File: src/assert_macros.svh
// ----------------------------------------------------------------------------
// Assertion macros
// Clocked assertion helpers shared by the RTL files.
// ----------------------------------------------------------------------------
`ifndef ASSERT_MACROS_SVH
`define ASSERT_MACROS_SVH

// Clocked assertion that is not checked while reset is held.
`define ASSERT_CLK(label, clk, rst_n, prop, msg) \
  label: assert property (@(posedge clk) disable iff (!rst_n) prop) else $error(msg);

// Clocked assertion that is checked during reset as well.
`define ASSERT_ALWAYS(label, clk, prop, msg) \
  label: assert property (@(posedge clk) prop) else $error(msg);

`endif

File: src/mrd_pkg.sv
// ----------------------------------------------------------------------------
// MQTT receive deframer package
// Shared result type, byte class codes and field widths.
// ----------------------------------------------------------------------------
`default_nettype none

package mrd_pkg;

  localparam int BYTE_W = 8;
  localparam int CLASS_W = 3;
  localparam int NIB_W = 4;
  localparam int LEN_W = 28;
  localparam int TOPIC_W = 16;

  // Byte class codes.
  localparam logic [CLASS_W-1:0] CLS_TYPE = 3'd0;
  localparam logic [CLASS_W-1:0] CLS_LENGTH = 3'd1;
  localparam logic [CLASS_W-1:0] CLS_TOPIC_LEN = 3'd2;
  localparam logic [CLASS_W-1:0] CLS_TOPIC = 3'd3;
  localparam logic [CLASS_W-1:0] CLS_PAYLOAD = 3'd4;
  localparam logic [CLASS_W-1:0] CLS_OTHER = 3'd5;

  // Control packet type of a PUBLISH.
  localparam logic [NIB_W-1:0] TYPE_PUBLISH = 4'h3;

  typedef struct packed {
    logic [BYTE_W-1:0]  data_byte;
    logic [CLASS_W-1:0] byte_class;
    logic [NIB_W-1:0]   ctrl_type;
    logic [NIB_W-1:0]   packet_flags;
    logic [LEN_W-1:0]   remaining_length;
    logic               last_of_packet;
    logic               message_dropped;
  } result_t;

endpackage

`default_nettype wire

File: src/mrd_parse.sv
// ----------------------------------------------------------------------------
// MQTT deframer parse stage
// Packet state registers and the per-byte tagging logic.
// ----------------------------------------------------------------------------
`default_nettype none
`include "assert_macros.svh"

module mrd_parse
  import mrd_pkg::*;
#(
  parameter int MAX_LENGTH_BYTES = 4
) (
  input  wire logic              clk,
  input  wire logic              rst_n,
  input  wire logic              step,
  input  wire logic [BYTE_W-1:0] rx_byte,
  output result_t                res
);

  localparam int IDX_W = (MAX_LENGTH_BYTES > 1) ? $clog2(MAX_LENGTH_BYTES) : 1;
  localparam logic [IDX_W-1:0] IDX_LAST = IDX_W'(MAX_LENGTH_BYTES - 1);

  localparam logic [1:0] PH_TYPE = 2'd0;
  localparam logic [1:0] PH_LEN = 2'd1;
  localparam logic [1:0] PH_BODY = 2'd2;

  logic [1:0]         phase_r, phase_nxt;
  logic [BYTE_W-1:0]  header_r, header_nxt;
  logic [LEN_W-1:0]   len_r, len_nxt;
  logic [IDX_W-1:0]   idx_r, idx_nxt;
  logic [LEN_W-1:0]   body_r, body_nxt;
  logic [TOPIC_W-1:0] topic_r, topic_nxt;
  logic               drop_r, drop_nxt;

  logic               is_pub;
  logic [4:0]         shift;
  logic [LEN_W-1:0]   len_sum;
  logic [LEN_W-1:0]   body_inc;
  logic [TOPIC_W-1:0] topic_new;
  logic [TOPIC_W:0]   topic_end_new;
  logic [TOPIC_W:0]   topic_end;
  logic [CLASS_W-1:0] cls;
  logic               last;
  logic               dropped;

  assign is_pub = (header_r[7:4] == TYPE_PUBLISH);
  assign shift = 5'(idx_r) * 5'd7;
  assign len_sum = len_r + (LEN_W'(rx_byte[6:0]) << shift);
  assign body_inc = body_r + LEN_W'(1);
  assign topic_new = {topic_r[15:8], rx_byte};
  assign topic_end_new = {1'b0, topic_new} + 17'd2;
  assign topic_end = {1'b0, topic_r} + 17'd2;

  always_comb begin
    phase_nxt = phase_r;
    header_nxt = header_r;
    len_nxt = len_r;
    idx_nxt = idx_r;
    body_nxt = body_r;
    topic_nxt = topic_r;
    drop_nxt = drop_r;
    cls = CLS_OTHER;
    last = 1'b0;
    dropped = 1'b0;
    case (phase_r)
      PH_LEN: begin
        cls = CLS_LENGTH;
        len_nxt = len_sum;
        if (!rx_byte[7] || idx_r >= IDX_LAST) begin
          idx_nxt = '0;
          if (len_sum == '0) begin
            last = 1'b1;
            dropped = is_pub;
            phase_nxt = PH_TYPE;
          end else begin
            phase_nxt = PH_BODY;
          end
        end else begin
          idx_nxt = idx_r + IDX_W'(1);
        end
      end
      PH_BODY: begin
        if (is_pub) begin
          if (body_r == '0) begin
            cls = CLS_TOPIC_LEN;
            topic_nxt = {rx_byte, 8'h00};
          end else if (body_r == LEN_W'(1)) begin
            cls = CLS_TOPIC_LEN;
            topic_nxt = topic_new;
            if (LEN_W'(topic_end_new) > len_r) begin
              drop_nxt = 1'b1;
            end
          end else if (drop_r) begin
            cls = CLS_OTHER;
          end else if (body_r < LEN_W'(topic_end)) begin
            cls = CLS_TOPIC;
          end else begin
            cls = CLS_PAYLOAD;
          end
        end
        body_nxt = body_inc;
        if (body_inc >= len_r) begin
          last = 1'b1;
          dropped = is_pub && ((len_r < LEN_W'(2)) || drop_nxt);
          phase_nxt = PH_TYPE;
        end
      end
      default: begin
        cls = CLS_TYPE;
        header_nxt = rx_byte;
        len_nxt = '0;
        idx_nxt = '0;
        body_nxt = '0;
        topic_nxt = '0;
        drop_nxt = 1'b0;
        phase_nxt = PH_LEN;
      end
    endcase
  end

  always_comb begin
    res.data_byte = rx_byte;
    res.byte_class = cls;
    res.ctrl_type = header_nxt[7:4];
    res.packet_flags = header_nxt[3:0];
    res.remaining_length = len_nxt;
    res.last_of_packet = last;
    res.message_dropped = dropped;
  end

  always_ff @(posedge clk) begin
    if (!rst_n) begin
      phase_r <= PH_TYPE;
      header_r <= '0;
      len_r <= '0;
      idx_r <= '0;
      body_r <= '0;
      topic_r <= '0;
      drop_r <= 1'b0;
    end else if (step) begin
      phase_r <= phase_nxt;
      header_r <= header_nxt;
      len_r <= len_nxt;
      idx_r <= idx_nxt;
      body_r <= body_nxt;
      topic_r <= topic_nxt;
      drop_r <= drop_nxt;
    end
  end

  `ASSERT_CLK(a_drop_needs_last, clk, rst_n, step && dropped |-> last, "drop off last byte")
  `ASSERT_CLK(a_drop_only_pub, clk, rst_n, step && dropped |-> is_pub, "drop on non-publish")
  `ASSERT_CLK(a_last_ends, clk, rst_n, step && last |=> phase_r == PH_TYPE, "no restart")
  `ASSERT_CLK(a_type_len, clk, rst_n, step && phase_r == PH_TYPE |=> phase_r == PH_LEN, "no len")

endmodule

`default_nettype wire

File: src/mqtt_receive_deframer.sv
// ----------------------------------------------------------------------------
// MQTT receive deframer
// Tags every received byte of an MQTT control packet stream.
// ----------------------------------------------------------------------------
// The block takes one received byte per transfer on the in_ channel and gives
// exactly one tagged result per byte on the out_ channel. It sustains one
// transfer per clock cycle on both sides while the out_ channel is not stalled.
// A byte accepted on the in_ channel waits in the input register, passes the
// single parse stage and lands in the result register, from which it is
// offered on the out_ channel; a stall on the out_ channel holds it back in
// the input register. Each result carries the byte itself, its class (type
// byte, remaining-length byte, topic-length byte, topic, payload or other body
// byte), the type and flags nibbles of the packet it belongs to, the remaining
// length decoded so far, a flag on the packet's last byte, and a drop flag on
// the last byte of a PUBLISH that cannot be split into topic and payload. The
// remaining length takes at most MAX_LENGTH_BYTES bytes; the last of those
// ends the field whatever its continuation bit.
`default_nettype none

module mqtt_receive_deframer
  import mrd_pkg::*;
#(
  parameter int MAX_LENGTH_BYTES = 4
) (
  input  wire logic               clk,
  input  wire logic               rst_n,
  input  wire logic               in_valid,
  output logic                    in_ready,
  input  wire logic [BYTE_W-1:0]  in_rx_byte,
  output logic                    out_valid,
  input  wire logic               out_ready,
  output logic [BYTE_W-1:0]       out_data_byte,
  output logic [CLASS_W-1:0]      out_byte_class,
  output logic [NIB_W-1:0]        out_ctrl_type,
  output logic [NIB_W-1:0]        out_packet_flags,
  output logic [LEN_W-1:0]        out_remaining_length,
  output logic                    out_last_of_packet,
  output logic                    out_message_dropped
);

  // Input register: holds one accepted byte until the parse stage takes it.
  logic              s1_valid_r;
  logic [BYTE_W-1:0] s1_byte_r;

  // Result register.
  logic    out_valid_r;
  result_t out_res_r;
  result_t parse_res;

  // The parse stage advances when it has a byte and the result register is
  // empty or being emptied by a transfer in this same cycle.
  logic advance;

  assign advance = s1_valid_r && (!out_valid_r || out_ready);
  // No input is taken while reset is held.
  assign in_ready = rst_n && (!s1_valid_r || advance);

  always_ff @(posedge clk) begin
    if (!rst_n) begin
      s1_valid_r <= 1'b0;
    end else if (in_valid && in_ready) begin
      s1_valid_r <= 1'b1;
    end else if (advance) begin
      s1_valid_r <= 1'b0;
    end
  end

  always_ff @(posedge clk) begin
    if (in_valid && in_ready) begin
      s1_byte_r <= in_rx_byte;
    end
  end

  mrd_parse #(
    .MAX_LENGTH_BYTES(MAX_LENGTH_BYTES)
  ) u_parse (
    .clk    (clk),
    .rst_n  (rst_n),
    .step   (advance),
    .rx_byte(s1_byte_r),
    .res    (parse_res)
  );

  always_ff @(posedge clk) begin
    if (!rst_n) begin
      out_valid_r <= 1'b0;
    end else if (advance) begin
      out_valid_r <= 1'b1;
    end else if (out_ready) begin
      out_valid_r <= 1'b0;
    end
  end

  always_ff @(posedge clk) begin
    if (advance) begin
      out_res_r <= parse_res;
    end
  end

  assign out_valid = out_valid_r;
  assign out_data_byte = out_res_r.data_byte;
  assign out_byte_class = out_res_r.byte_class;
  assign out_ctrl_type = out_res_r.ctrl_type;
  assign out_packet_flags = out_res_r.packet_flags;
  assign out_remaining_length = out_res_r.remaining_length;
  assign out_last_of_packet = out_res_r.last_of_packet;
  assign out_message_dropped = out_res_r.message_dropped;

endmodule

`default_nettype wire

File: config.mk
export PLATFORM = sky130hd
export DESIGN_NAME = mqtt_receive_deframer
export DESIGN_NICKNAME = d
export VERILOG_FILES = /design/src/mrd_pkg.sv /design/src/mrd_parse.sv /design/src/mqtt_receive_deframer.sv
export VERILOG_INCLUDE_DIRS = /design/src /design/src/src
export SDC_FILE = /design/constraint.sdc
export NUM_CORES = 1
export LEC_CHECK = 0
export BUFFER_PORTS_ARGS = -buffer_cell sky130_fd_sc_hd__buf_2
export CAP_MARGIN = 20
export CORE_AREA = 2 2 132 134
export DETAILED_ROUTE_END_ITERATION = 6
export DIE_AREA = 0 0 134 136
export GPL_TIMING_DRIVEN = 0
export PLACE_DENSITY = 0.82
export SLEW_MARGIN = 20
export SYNTH_ARGS = -nofsm -noshare
export SYNTH_HDL_FRONTEND = slang
export SYNTH_SLANG_ARGS = --single-unit
File: constraint.sdc
create_clock -name clk -period 6.7 [get_ports clk]
set_input_delay 0.335 -clock clk [delete_from_list [all_inputs] [get_ports clk]]
set_output_delay 0.335 -clock clk [all_outputs]
set_load 0.03 [all_outputs]
; ---- Yosys cells after proc, flatten, opt, wreduce, memory -nomap -nowiden
; Cells that the tools add are included.
[word_totals]
reg_bits = 144
in_bits = 12
out_inout_bits = 51
wordCells = 99
[op_classes]
n_addsub = 5
multipliers = 1
n_lt_le_gt_ge = 5
eq_ne = 9
shifts = 1
muxes = 37
n_bitwise = 2
n_reduce_logical = 21
[op_table]
columns = op, n
row1 = 28-bit case mux with 2 select lines, 2
row2 = 28-bit logical NOT, 2
row3 = 16-bit by 2-bit adder with 17-bit output (second input constant), 2
row4 = 16-bit two-way mux, 2
row5 = 16-bit case mux with 2 select lines, 1
row6 = 28-bit by 1-bit adder with 28-bit output (second input constant), 1
row7 = 28-bit adder, 1
row8 = 28-bit by 1-bit equality test with 1-bit output (second input constant), 1
row9 = 28-bit >= comparator, 1
row10 = 17-bit by 28-bit > comparator with 1-bit output, 1
row11 = 28-bit by 17-bit < comparator with 1-bit output, 1
row12 = 28-bit by 2-bit < comparator with 1-bit output (second input constant), 1
row13 = 7-bit by 5-bit left shift with 28-bit output, 1
row14 = 8-bit two-way mux, 2
row15 = 1-bit two-way mux, 15
row16 = 3-bit two-way mux, 5
row17 = 2-bit two-way mux, 4
row18 = 2-bit by 1-bit != test with 1-bit output (second input constant), 4
row19 = 2-bit case mux with 2 select lines, 2
row20 = 4-bit AND reduction, 2
row21 = 1-bit case mux with 2 select lines, 3
row22 = 3-bit case mux with 2 select lines, 1
row23 = 2-bit by 3-bit multiplier with 5-bit output (second input constant), 1
row24 = 4-bit by 2-bit equality test with 1-bit output (second input constant), 1
row25 = 13 further kinds, 24

; ---- Depth between registers and ports, before layout
; Gate-level depths: netlist of run 1.
[depth]
ltp_word = 11
mapped_depth = 20

; ---- Cells and area by module
; From an unflattened synthesis of run 1, not the netlist that was laid out.
[unflattened]
hier_cells = 1147
area_unflattened_um2 = 10044.6
[modules_own_cells]
columns = module, n_inst, cells_each, area_each_um2, seq_area_each_um2
row1 = mrd_parse, 1, 1080, 8236.6, 1701.6
row2 = mqtt_receive_deframer, 1, 67, 1808.0, 1751.7

; ---- Least setup slack after synthesis of run 1
; No wires, ideal clock.
[synth_timing]
path_kind = register to register
from = register u_parse.body_r[0]
to = register u_parse.phase_r[1]
setup_ns = 0.115
t_arrival_ns = 3.724
setup_slack_ns = 2.861
stages_incl_launch_ff = 21
period_less_slack_ns = 3.839
cell_sequence = dfxtp_1 > ha_1 > and3_1 > nand3_2 > or3_1 > buf_2 > nor2_1 > and3_1 > nand4_1 > xnor2_1 > ha_1 > nand4_1 > nor2_1 > a41oi_1 > and3_1 > o21ai_0 > o21ai_0 > a221o_1 > nand2_1 > o31ai_1 > and2_1
[synth_between]
elab_chain_len = 4
[synth_rtl]
columns = element, line_no
row1 = from (decl), mrd_parse.sv:31  ; logic [LEN_W-1:0] body_r, body_nxt;
row2 = from (signal assigned), mrd_parse.sv:145  ; body_r <= body_nxt;
row3 = 28-bit by 1-bit adder with 28-bit output, mrd_parse.sv:49  ; assign body_inc = body_r + LEN_W'(1);
row4 = 28-bit >= comparator, mrd_parse.sv:102  ; if (body_inc >= len_r) begin
row5 = 2-bit by 1-bit != test with 1-bit output (no source line), n/a
row6 = 3-bit AND reduction (no source line), n/a
row7 = to (signal assigned), mrd_parse.sv:141  ; phase_r <= phase_nxt;
row8 = to (decl), mrd_parse.sv:27  ; logic [1:0] phase_r, phase_nxt;
; Every way passes these cells.
; A chain may end at the register's enable or synchronous reset.

; ---- Final worst setup path of run 1
; Same ends and word-level chain as after synthesis.

==> summary.md, run 1 <==
| Metric | Value |
|---|---|
| R2R Path End | u_parse.phase_r[1] |
| Post-synth top area share | 0.175 |
| DRC | 0 |
| Required @ worst endpoint | 7040 ps |
| Slew headroom | 0.451 |
| WL final | 28.9 mm |
| Design Power | 2.11 mW |
| Status | completed |
| PortBufs | 62 |
| H-Tree Depth | 4 |
| Share of post-route cells with drive strength above 1 | 0.0983 |
| # Post-CTS Setup Buffers | 0 |
| Main combinational cell family by area after synthesis | simple AND/OR/NAND/NOR gates |
| Die Wd | 134 µm |
| Worst-path fanout max | 9 |
| Synthesized-area fraction occupied by adder cells | 0.123 |
| Fmax | 0.214 GHz |
| Reg2Reg Depth | 19 |
| Critical Path End Type | register |
| Final #Nets | 1357 |
| Vias per inst | 6.19 |
| Pwr Density | 189 nW/µm² |
| Global placer's final weighted congestion | 0.972 |
| Crit path time final | 4670 ps |
| Hold Path Class | in2reg |
| Syn Area/Cell | 8.53 µm² |
| Overflow after GRT | 0 |
| Reg2reg setup slack | 2030 ps |
| DP HPWL | 21.6 mm |
| Distinct cells, synth | 68 |
| Maximum VDD drop | 189 µV |
| Largest net degree at the start of global routing | 32 |
| Cell taking the most area after synthesis | dfxtp_1 |
| Overall Global Routing Usage | 0.324 |
| Yosys warnings | 0 |
| Crit Path Class | reg2reg |
| Clock sinks | 144 |
| Ant. Diodes | 0 |
| Post-synth top cells | nand2_1 (179), ha_1 (96), dfxtp_1 (87) |
| Vias in the first global route | 8827 |
| Placed instance area | 10600 µm² |
| Slew Viols, Final | 0 |
| Root Driver | clkbuf_16 |
| Worst r2r src | u_parse.body_r[0] |
| Cts-stage hold buffer count | 0 |
| Synth Area in Compound Gates | 0.183 |
| Final instance area | 11200 µm² |
| I/O Pins | 63 |
| CP Data Arrival Time | 5020 ps |
| Initial Util | 0.589 |
| Critical Path Start Type | register |
| Clock slew at reported path FFs | 70 ps |
| Area contributors post-synth | dfxtp_1 (18%), edfxtp_1 (17%), ha_1 (12%), nand2_1 (6.8%), xnor2_1 (4.0%) |
| Max_cap viols | 0 |
| Final worst-path cycle share | 0.698 |
| Routed len/inst | 19.5 µm |
| Place WS | 2140 ps |
| Initial antenna violation count | 0 |
| First-pass GRT wire length | 45.7 mm |
| Via count | 9198 |
| Max clock buf depth | 2 |
| Post-Synth Simple-Gate Area | 0.233 |
| FP Rows | 48 |
| Fill cells | 1406 |
| CTS Buf Count | 17 |
| Setup violators final | 0 |
| EDFF count, synth | 57 |
| Core area | 16900 µm² |
| RSZ-0062 raised after global routing | no |
| CTS tree | built |
| #FFs+latches synth | 144 |
| Clk Latency, worst-skew pair | 450 ps |
| Hold EP | s1_byte_r[4] |
| Fin Setup TNS | 0 ps |
| Mapped Area | 9950 µm² |
| Hold-critical path depth | 1 |
| Hold_ws | 59.7 ps |
| First-pass detailed-route iteration total | 7 |
| Area growth, synth to finish | 12.2% |
| XOR/XNOR share of the synthesized area | 0.0652 |
| Post-synthesis mux area share | 0.0123 |
| Worst clock skew | 12.7 ps |
| CTS resizes | 0 |
| Post-Syn Nets | 1275 |
| Pleak | 4.41 nW |
| Number of instances in the synthesized netlist | 1166 |
| Seq/Total Area, Yosys | 0.347 |
| Die area | 18200 µm² |
| Hold_sp | in_rx_byte[4] |
| Count leader, synth | nand2_1 |
| Synth async-reset ratio | 0 |
| Worst Tran Pin Value | 823 ps |
| Chip Height | 136 µm |
| First DRT Iteration DRCs | 984 |
| PnR worst setup slack | 2030 ps |
| Final Hold Viols | 0 |
| Antenna viol nets, final | 0 |
| Ys flop type | dfxtp_1 |
-- how the worst max path moves through the flow --
stage / cells past startpoint / from / to
after floorplan: 20 / u_parse.body_r[0] / u_parse.phase_r[1]
after global placement: 19 / u_parse.body_r[0] / u_parse.phase_r[1]
after detailed placement: 19 / u_parse.body_r[0] / u_parse.phase_r[1]
after CTS: 19 / u_parse.body_r[0] / u_parse.phase_r[1]
after global routing: 19 / u_parse.body_r[0] / u_parse.phase_r[1]
final: 19 / u_parse.body_r[0] / u_parse.phase_r[1]
-- area by class of cell --
class                   count  area (µm²)  area share
multi-input cells         924        6120       0.549
clock inverters            13         165      0.0148
well taps                 225         282      0.0252
inverters                  46         173      0.0155
plain buffers              52         201      0.0181
flip-flops and latches    144        3450       0.309
clock buffers              19         433      0.0388
repair buffers             63         330      0.0296
-- state kept, by name, summed over array words and instances, names as in the netlist --
| signal | cells |
|---|---|
| out_valid | 1 |
| out_ctrl_type | 4 |
| out_packet_flags | 4 |
| out_byte_class | 3 |
| s1_valid_r | 1 |
| out_message_dropped | 1 |
| u_parse.body_r | 28 |
| u_parse.topic_r | 16 |
| u_parse.idx_r | 2 |
| u_parse.header_r | 8 |
| out_last_of_packet | 1 |
| out_data_byte | 8 |
| out_remaining_length | 28 |
| u_parse.phase_r | 2 |
| u_parse.len_r | 28 |
| u_parse.drop_r | 1 |
| s1_byte_r | 8 |
-- power by group --
part / leakage (nW) / switching [mW] / internal [mW] / total [mW]
Sequential: 1.24 / 0.0122 / 0.931 / 0.944
Combinational: 2.87 / 0.124 / 0.0551 / 0.179
Clock: 0.291 / 0.397 / 0.586 / 0.984
-- cell families (layout without fill, tap and decap cells) --
| family | count (synthesis) | in the layout |
|---|---|---|
| adders and majority gates | 97 | 97 |
| AOI/OAI and AO/OA | 275 | 275 |
| DFF | 144 | 144 |
| muxes | 11 | 11 |
| and+or+nand+nor | 467 | 467 |
| xor gates and xnor gates | 74 | 74 |
| buffers and inverters | 98 | 193 |
-- metal layers --
metal,up-vias,global-route usage,share of wire
met5,-,0,0
met3,124,0.0682,0.084
met4,0,0.188,0.057
met1,4295,0.396,0.40
met2,432,0.531,0.46
li1,4347,-,-
-- layout by cell type (no fill, tap or decap), types with 43 or more instances in the layout --
cell type,count
a21oi_1,50
o21ai_0,62
ha_1,96
inv_1,46
a21boi_0,47
xnor2_1,45
clkbuf_1,47
dfxtp_1,87
buf_2,66
nor2_1,56
nor2b_1,45
edfxtp_1,57
nand3_1,43
nand2_1,179
-- critical path, stage by stage, from the launching register on --
cell and delay [ps]:
dfxtp_1 570, ha_1 250, and3_1 220, nand3_2 140, or3_1 380, buf_2 160
nor2_1 260, and3_1 300, nand4_1 190, xnor2_1 180, ha_1 290, nand4_1 140
nor2_1 210, o21ai_0 140, a31oi_1 260, o21ai_0 200, a221o_1 370, nand2_1 80
o31ai_1 60, and2_1 160
-- stage by stage --
| step | utilization | std cells |
|---|---|---|
| after floorplan | - | 1166 |
| after global placement | 0.624 | 1453 |
| after detailed placement | 0.626 | 1454 |
| after CTS | 0.661 | 1486 |
| after global routing | 0.661 | 1486 |
| final | 0.661 | 1486 |
Note: power is estimated with default switching activity, not from simulation.
==> inputs of run 2 (changes only) <==
CORE_AREA = 2 2 137 139   (was 2 2 132 134)
DIE_AREA = 0 0 139 141   (was 0 0 134 136)
PLACE_DENSITY = 0.8   (was 0.82)
clock period = 4.3 ns   (was 6.7 ns; I/O delays follow)
==> summary.md, run 2 (synthesis gave the netlist of run 1 again) <==
| Metric | Value |
|---|---|
| Die area | 19600 µm² (+7.5%) |
| Final #Nets | 1374 (+1.3%) |
| H-Tree Depth | 4 (unchanged) |
| R2R Path End | out_last_of_packet |
| CP Data Arrival Time | 4360 ps (-660 ps) |
| Initial Util | 0.545 (-0.0449) |
| Final Hold Viols | 0 (unchanged) |
| Crit Path Class | reg2reg |
| Fill cells | 1547 (+10%) |
| Switching pwr | 810 µW (+52%) |
| Ant. Diodes | 0 (unchanged) |
| Clock slew at reported path FFs | 60 ps (about the same) |
| DP HPWL | 21.8 mm (+0.62%) |
| CTS tree | built |
| Reg2reg setup slack | 150 ps (-1870 ps) |
| Area growth, synth to finish | 14.1% |
| Seq pwr share | 0.465 (+0.017) |
| DRC | 0 (unchanged) |
| Worst-path fanout max | 10 (+1) |
| Worst Tran Pin Value | 887 ps (+63.4 ps) |
| Worst r2r src | u_parse.idx_r[0] |
| Combinational fraction of design power | 0.091 (+0.006) |
| Share of post-route cells with drive strength above 1 | 0.120 (+0.0214) |
| Critical Path Start Type | register |
| Slew headroom | 0.409 (-0.0423) |
| Via count | 9342 (+1.6%) |
| Chip Height | 141 µm (+3.7%) |
| Status | completed |
| Placed instance area | 10600 µm² (+0.11%) |
| Core area | 18300 µm² (+8.2%) |
| Fmax | 0.241 GHz (+13%) |
| First DRT Iteration DRCs | 1036 (+5.3%) |
| Internal power | 2.35 mW (+49%) |
| Critical Path End Type | register |
| Hold_sp | in_valid |
| WL final | 29.4 mm (+1.4%) |
| Hold-critical path depth | 3 (+2) |
| First-pass GRT wire length | 45.3 mm (-0.83%) |
| Reg2Reg Depth | 15 (-4) |
| Largest net degree at the start of global routing | 32 (unchanged) |
| Antenna viol nets, final | 0 (unchanged) |
| Slew Viols, Final | 0 (unchanged) |
| Vias per inst | 6.18 (-0.18%) |
| Final Instance Count excl. Fillers | 1512 (+1.7%) |
| Most common cell after layout, fill and taps aside | nand2_1 |
| Initial antenna violation count | 0 (unchanged) |
| Die Wd | 139 µm (+3.7%) |
| Pleak | 4.48 nW (+1.7%) |
| Max_cap viols | 0 (unchanged) |
| Setup violators final | 0 (unchanged) |
| Commonest non-fill, non-tap cells in the layout | nand2_1 (179), ha_1 (95), dfxtp_1 (84) |
| Max clock buf depth | 2 (unchanged) |
| CTS Buf Count | 17 (unchanged) |
| Pwr Density | 278 nW/µm² (+47%) |
| Vias in the first global route | 8699 (-1.5%) |
| Clk pwr share | 0.444 (-0.023) |
| Final worst-path cycle share | 0.964 (+0.266) |
| PortBufs | 62 (unchanged) |
| Clock sinks | 144 (unchanged) |
| Hold Path Class | in2reg |
| Overall Global Routing Usage | 0.293 (-0.0308) |
| Overflow after GRT | 0 (unchanged) |
| Root Driver | clkbuf_16 |
| Global placer's final weighted congestion | 0.959 (-1.4%) |
| Sw Ratio | 0.257 (+0.00318) |
| Placed cells | 1463 (+0.62%) |
| Worst clock skew | 9.16 ps (-3.50 ps) |
| Routed len/inst | 19.4 µm (-0.34%) |
| Hold EP | s1_valid_r |
| Required @ worst endpoint | 4520 ps (-2520 ps) |
| Crit path time final | 4150 ps (-529 ps) |
| RSZ-0062 raised after global routing | yes |
| First-pass detailed-route iteration total | 5 (-2) |
| Maximum VDD drop | 288 µV (+52%) |
| FP Rows | 50 (+4.2%) |
| I/O Pins | 63 (unchanged) |
| Clk Latency, worst-skew pair | 440 ps (about the same) |
| Final instance area | 11300 µm² (+1.7%) |
-- run 2: cell types whose count changed in the layout (fill, tap and decap cells not counted), moves of 4 or more --
cell / change
clkbuf_1: -4
dlygate4sd3_1: +8
clkinv_4: -4
buf_4: +11
-- run 2: what timing repair did --
item / in CTS / in global routing
endpoints found under the setup margin: 4 / 4
hold endpoints to repair: 8 / 0
pin swaps: 0 / 7
hold buffers: 8 / 0
gates resized for setup: 3 / 25
setup buffers: 0 / 11
-- run 2: routing by layer --
metal  routed length (µm)  track usage
met2                14100        0.498
met4                 1390        0.154
met3                 2440       0.0462
met5                    0            0
met1                11400        0.361
-- run 2: worst max-delay path by stage --
stage                     slack, ps               from                 end
after floorplan                 460  u_parse.body_r[0]  u_parse.phase_r[1]
after global placement         -170  u_parse.body_r[0]  u_parse.phase_r[1]
after detailed placement       -220  u_parse.body_r[0]  u_parse.phase_r[1]
after CTS                         2  u_parse.body_r[0]  u_parse.phase_r[1]
after global routing            -30  u_parse.body_r[0]  u_parse.phase_r[1]
final                           150   u_parse.idx_r[0]  out_last_of_packet
-- run 2: cell type report --
class | count | area, µm² | area share
plain buffers | 50 | 198 | 0.0174
clock buffers | 21 | 450 | 0.0397
clock inverters | 11 | 93.8 | 0.00827
inverters | 46 | 173 | 0.0152
multi-input cells | 924 | 6190 | 0.545
flip-flops and latches | 144 | 3460 | 0.305
well taps | 234 | 293 | 0.0258
repair buffers | 82 | 493 | 0.0434
-- run 2: metrics by stage --
stage	TNS [ps]	total power, mW	setup slack, ps	util	hold WS (ps)
6_report	0	3.16	155	0.621	36.7
5_1_grt	-25.6	3.23	-25.6	0.621	50.4
4_1_cts	0	3.15	2.15	0.613	27.7
3_5_place_dp	-479	1.77	-225	0.579	394
3_3_place_gp	-297	1.76	-171	0.578	392
2_1_floorplan	0	1.68	461	-	314
-- run 2: critical path: stages (launching register included) --
cell	delay (ps)
dfxtp_1	350
clkbuf_2	230
nor3_1	220
ha_1	190
inv_1	50
fa_1	390
nand2b_1	200
a21oi_1	190
xor2_1	130
or4b_1	520
or4_1	460
nor4_2	210
nand4_1	170
and4b_1	360
nand2_1	100
o21ai_0	160
-- run 2: power groups by stage --
stage	clock network, mW	registers, mW	logic (mW)
6_report	1.40	1.47	0.288
5_1_grt	1.45	1.47	0.305
4_1_cts	1.40	1.47	0.277
3_5_place_dp	0	1.50	0.268
3_3_place_gp	0	1.50	0.262
2_1_floorplan	0	1.54	0.142
==> inputs of run 3 (changes only) <==
ABC_AREA = 1   (was not set)
PLACE_DENSITY = 0.82   (was 0.8)
clock period = 4.2 ns   (was 4.3 ns; I/O delays follow)
==> summary.md, run 3 <==
| Metric | Value |
|---|---|
| FP Rows | 50 (unchanged) |
| Met3 wire len | 3.24 mm (+33%) |
| EDFF count, synth | 57 (unchanged) |
| Vias in the first global route | 10.1k (+16%) |
| Vias per inst | 5.79 (-6.4%) |
| DRC | 1 (+1) |
| Slew Viols, Final | 0 (unchanged) |
| H-Tree Depth | 4 (unchanged) |
| Maximum VDD drop | 321 µV (+12%) |
| Post-Synth Simple-Gate Area | 0.290 (+0.0572) |
| Share of post-route cells with drive strength above 1 | 0.0758 (-0.0440) |
| First DRT Iteration DRCs | 1179 (+14%) |
| Worst clock skew | 13.2 ps (+4.06 ps) |
| Critical Path Start Type | register |
| Pwr Density | 317 nW/µm² (+14%) |
| Area contributors post-synth | dfxtp_1 (16%), edfxtp_1 (16%), nand2_1 (14%), ha_1 (11%), inv_1 (9.2%) |
| Count leader, synth | nand2_1 |
| Crit Path Class | reg2reg |
| Cell taking the most area after synthesis | dfxtp_1 |
| First-pass detailed-route iteration total | 7 (+2) |
| Synthesized-area fraction occupied by adder cells | 0.114 (-0.00841) |
| Syn Area/Cell | 6.90 µm² (-19%) |
| Post-synthesis mux area share | 0 (-0.0123) |
| Fill cells | 1596 (+3.2%) |
| Worst Tran Pin Value | 867 ps (-19.5 ps) |
| Pleak | 5.65 nW (+26%) |
| Worst path bufs/invs | 4 (+2) |
| Most common cell after layout, fill and taps aside | nand2_1 |
| Global placer's final weighted congestion | 0.949 (-1.0%) |
| Seq/Total Area, Yosys | 0.323 (-0.0238) |
| Post-Syn Nets | 1657 (+30%) |
| Status | finished, violations left |
| I/O Pins | 63 (unchanged) |
| Initial antenna violation count | 0 (unchanged) |
| #FFs+latches synth | 144 (unchanged) |
| WL final | 32.6 mm (+11%) |
| Setup violators final | 0 (unchanged) |
| Required @ worst endpoint | 4460 ps (-60 ps) |
| CP Data Arrival Time | 4250 ps (-110 ps) |
| Met2 routed WL | 14.6 mm (+3.3%) |
| Distinct cells, synth | 48 (-29%) |
| Clock sinks | 144 (unchanged) |
| Worst-path fanout max | 10 (unchanged) |
| PortBufs | 61 (-1.6%) |
| Failing checks | DRC |
| Clk Latency, worst-skew pair | 440 ps (about the same) |
| Post-synth top area share | 0.163 (-0.0120) |
| Design Power | 3.81 mW (+21%) |
| Area growth, synth to finish | 12.5% |
| Root Driver | clkbuf_16 |
| Slew headroom | 0.422 (+0.0130) |
| CTS tree | built |
| Ys flop type | dfxtp_1 |
| Multi-input logic area | 6070 µm² (-1.8%) |
| Final #Nets | 1746 (+27%) |
| Max clock buf depth | 2 (unchanged) |
| Critical path's most frequent cell | nand2_1 |
| Crit path time final | 3990 ps (-156 ps) |
| Antenna viol nets, final | 0 (unchanged) |
| Largest net degree at the start of global routing | 28 (-13%) |
| Highest cell delay on the worst timing path | 380 ps (-140 ps) |
| Fmax | 0.251 GHz (+3.9%) |
| XOR/XNOR share of the synthesized area | 0.0384 (-0.0267) |
| Die Wd | 139 µm (unchanged) |
| Main combinational cell family by area after synthesis | simple AND/OR/NAND/NOR gates |
| First-pass GRT wire length | 51.0 mm (+13%) |
| Overflow after GRT | 0 (unchanged) |
| Via count | 10.9k (+17%) |
| Overall Global Routing Usage | 0.330 (+0.0366) |
| Hold Path Class | in2reg |
| Synth async-reset ratio | 0 (unchanged) |
| Commonest non-fill, non-tap cells in the layout | nand2_1 (385), inv_1 (260), a21oi_1 (131) |
| Clock slew at reported path FFs | 70 ps (about the same) |
| Number of instances in the synthesized netlist | 1548 (+33%) |
| Initial Util | 0.585 (+0.0401) |
| Wl on met1 | 13.3 mm (+16%) |
| Critical Path End Type | register |
| Mapped Area | 10700 µm² (+7.4%) |
| RSZ-0062 raised after global routing | no |
| CP max-delay cell | fa_1 |
| # Post-CTS Setup Buffers | 0 (unchanged) |
| Yosys warnings | 0 (unchanged) |
| Critical path's top delay family | simple AND/OR/NAND/NOR gates |
| Die area | 19600 µm² (unchanged) |
| Sequential Area | 3450 µm² (-0.25%) |
| Fin Setup TNS | 0 ps (unchanged) |
| Chip Height | 141 µm (unchanged) |
| Final Hold Viols | 0 (unchanged) |
| Uppermost layer routed | met4 |
| Post-synth top cells | nand2_1 (385), inv_1 (261), a21oi_1 (131) |
| Core area | 18300 µm² (unchanged) |
| Routed len/inst | 17.3 µm (-11%) |
| Max_cap viols | 0 (unchanged) |
| Ant. Diodes | 0 (unchanged) |
| DP HPWL | 25.0 mm (+15%) |
| CP Cell Sequence | clkbuf_1 -> clkbuf_1 -> nor3_2 -> ha_1 -> inv_1 -> fa_1 -> inv_1 -> nand3_1 -> nand2_1 -> nand2_1 -> nand2_1 -> nand2_1 -> nand2_1 -> nand2_1 -> nand2_1 -> xor2_1 -> nand2_1 -> nor2_1 -> nand3_1 -> a21oi_1 |
| Final worst-path cycle share | 0.950 (-0.0143) |
| Synth Area in Compound Gates | 0.126 (-0.0568) |
| CTS Buf Count | 17 (unchanged) |
## run 3: cell types whose count changed after synthesis, sizes merged, moves of 24 or more
| cell | previous run | this run |
|---|---|---|
| nand2 | 179 | 392 |
| nand3 | 44 | 68 |
| xnor2 | 45 | 3 |
| a21oi | 51 | 132 |
| inv | 46 | 266 |
| a21boi | 48 | 1 |
| nor2b | 45 | 0 |
| a21o | 27 | 2 |
| and2 | 29 | 1 |
| nor2 | 57 | 123 |
## run 3: area by class of cell
| type | count | area share |
|---|---|---|
| plain buffers | 38 | 0.0126 |
| clock buffers | 19 | 0.0396 |
| repair buffers | 70 | 0.0344 |
| inverters | 268 | 0.0837 |
| well taps | 234 | 0.0244 |
| flip-flops and latches | 144 | 0.287 |
| multi-input cells | 1098 | 0.505 |
| clock inverters | 13 | 0.0126 |
## run 3: metal layers
metal  vias to the layer above  global-route usage
li1                       5275                   -
met5                         -                   0
met3                       105              0.0693
met1                      4961               0.421
met4                         0               0.150
met2                       559               0.540
## run 3: metrics by stage
| step | hold slack (ps) | std cells | utilization | worst slack [ps] | cell area [µm²] |
|---|---|---|---|---|---|
| finish | 22.0 | 1884 | 0.658 | 211 | 12000 |
| global route | 34.3 | 1884 | 0.658 | 35.9 | 12000 |
| CTS | 34.4 | 1884 | 0.658 | 338 | 12000 |
| detailed placement | 388 | 1844 | 0.619 | 442 | 11300 |
| global placement | 386 | 1843 | 0.617 | 487 | 11300 |
| floorplan | 309 | 1548 | - | 1330 | 10700 |
## run 3: power breakdown
part	total [mW]	internal, mW	switching, mW
Sequential	1.56	1.52	0.0398
Combinational	0.651	0.192	0.460
Clock	1.60	0.871	0.730
Total	3.81	2.58	1.23
## run 3: what timing repair did
item | in CTS | in global routing
setup endpoints to repair | 0 | 1
endpoints found under the hold margin | 8 | 0
gates resized for setup | 0 | 1
hold buffers | 8 | 0
## run 3: final timing paths
kind,from,to,slack [ps],depth (start not counted)
max,u_parse.idx_r[1],out_last_of_packet,210,20
min,in_valid,s1_valid_r,20,3
max reg2reg,u_parse.idx_r[1],out_last_of_packet,210,20
min reg2reg,u_parse.header_r[2],u_parse.header_r[2],450,2
## run 3: logic make-up after synthesis
| group | count (synthesis) |
|---|---|
| AO/OA/AOI/OAI | 250 |
| XOR/XNOR | 46 |
| flip-flops | 144 |
| AND/OR/NAND/NOR | 705 |
| adder cells (fa/ha/maj) | 97 |
| buffers and inverters | 306 |
## run 3: worst register-to-register path, stage by stage, from the launching register on
cell and delay, ps:
dfxtp_1 320, clkbuf_1 190, clkbuf_1 280, nor3_2 270, ha_1 260, inv_1 70, fa_1 380, inv_1 130
nand3_1 100, nand2_1 190, nand2_1 100, nand2_1 120, nand2_1 90, nand2_1 120, nand2_1 60, nand2_1 130
xor2_1 290, nand2_1 100, nor2_1 120, nand3_1 230, a21oi_1 270
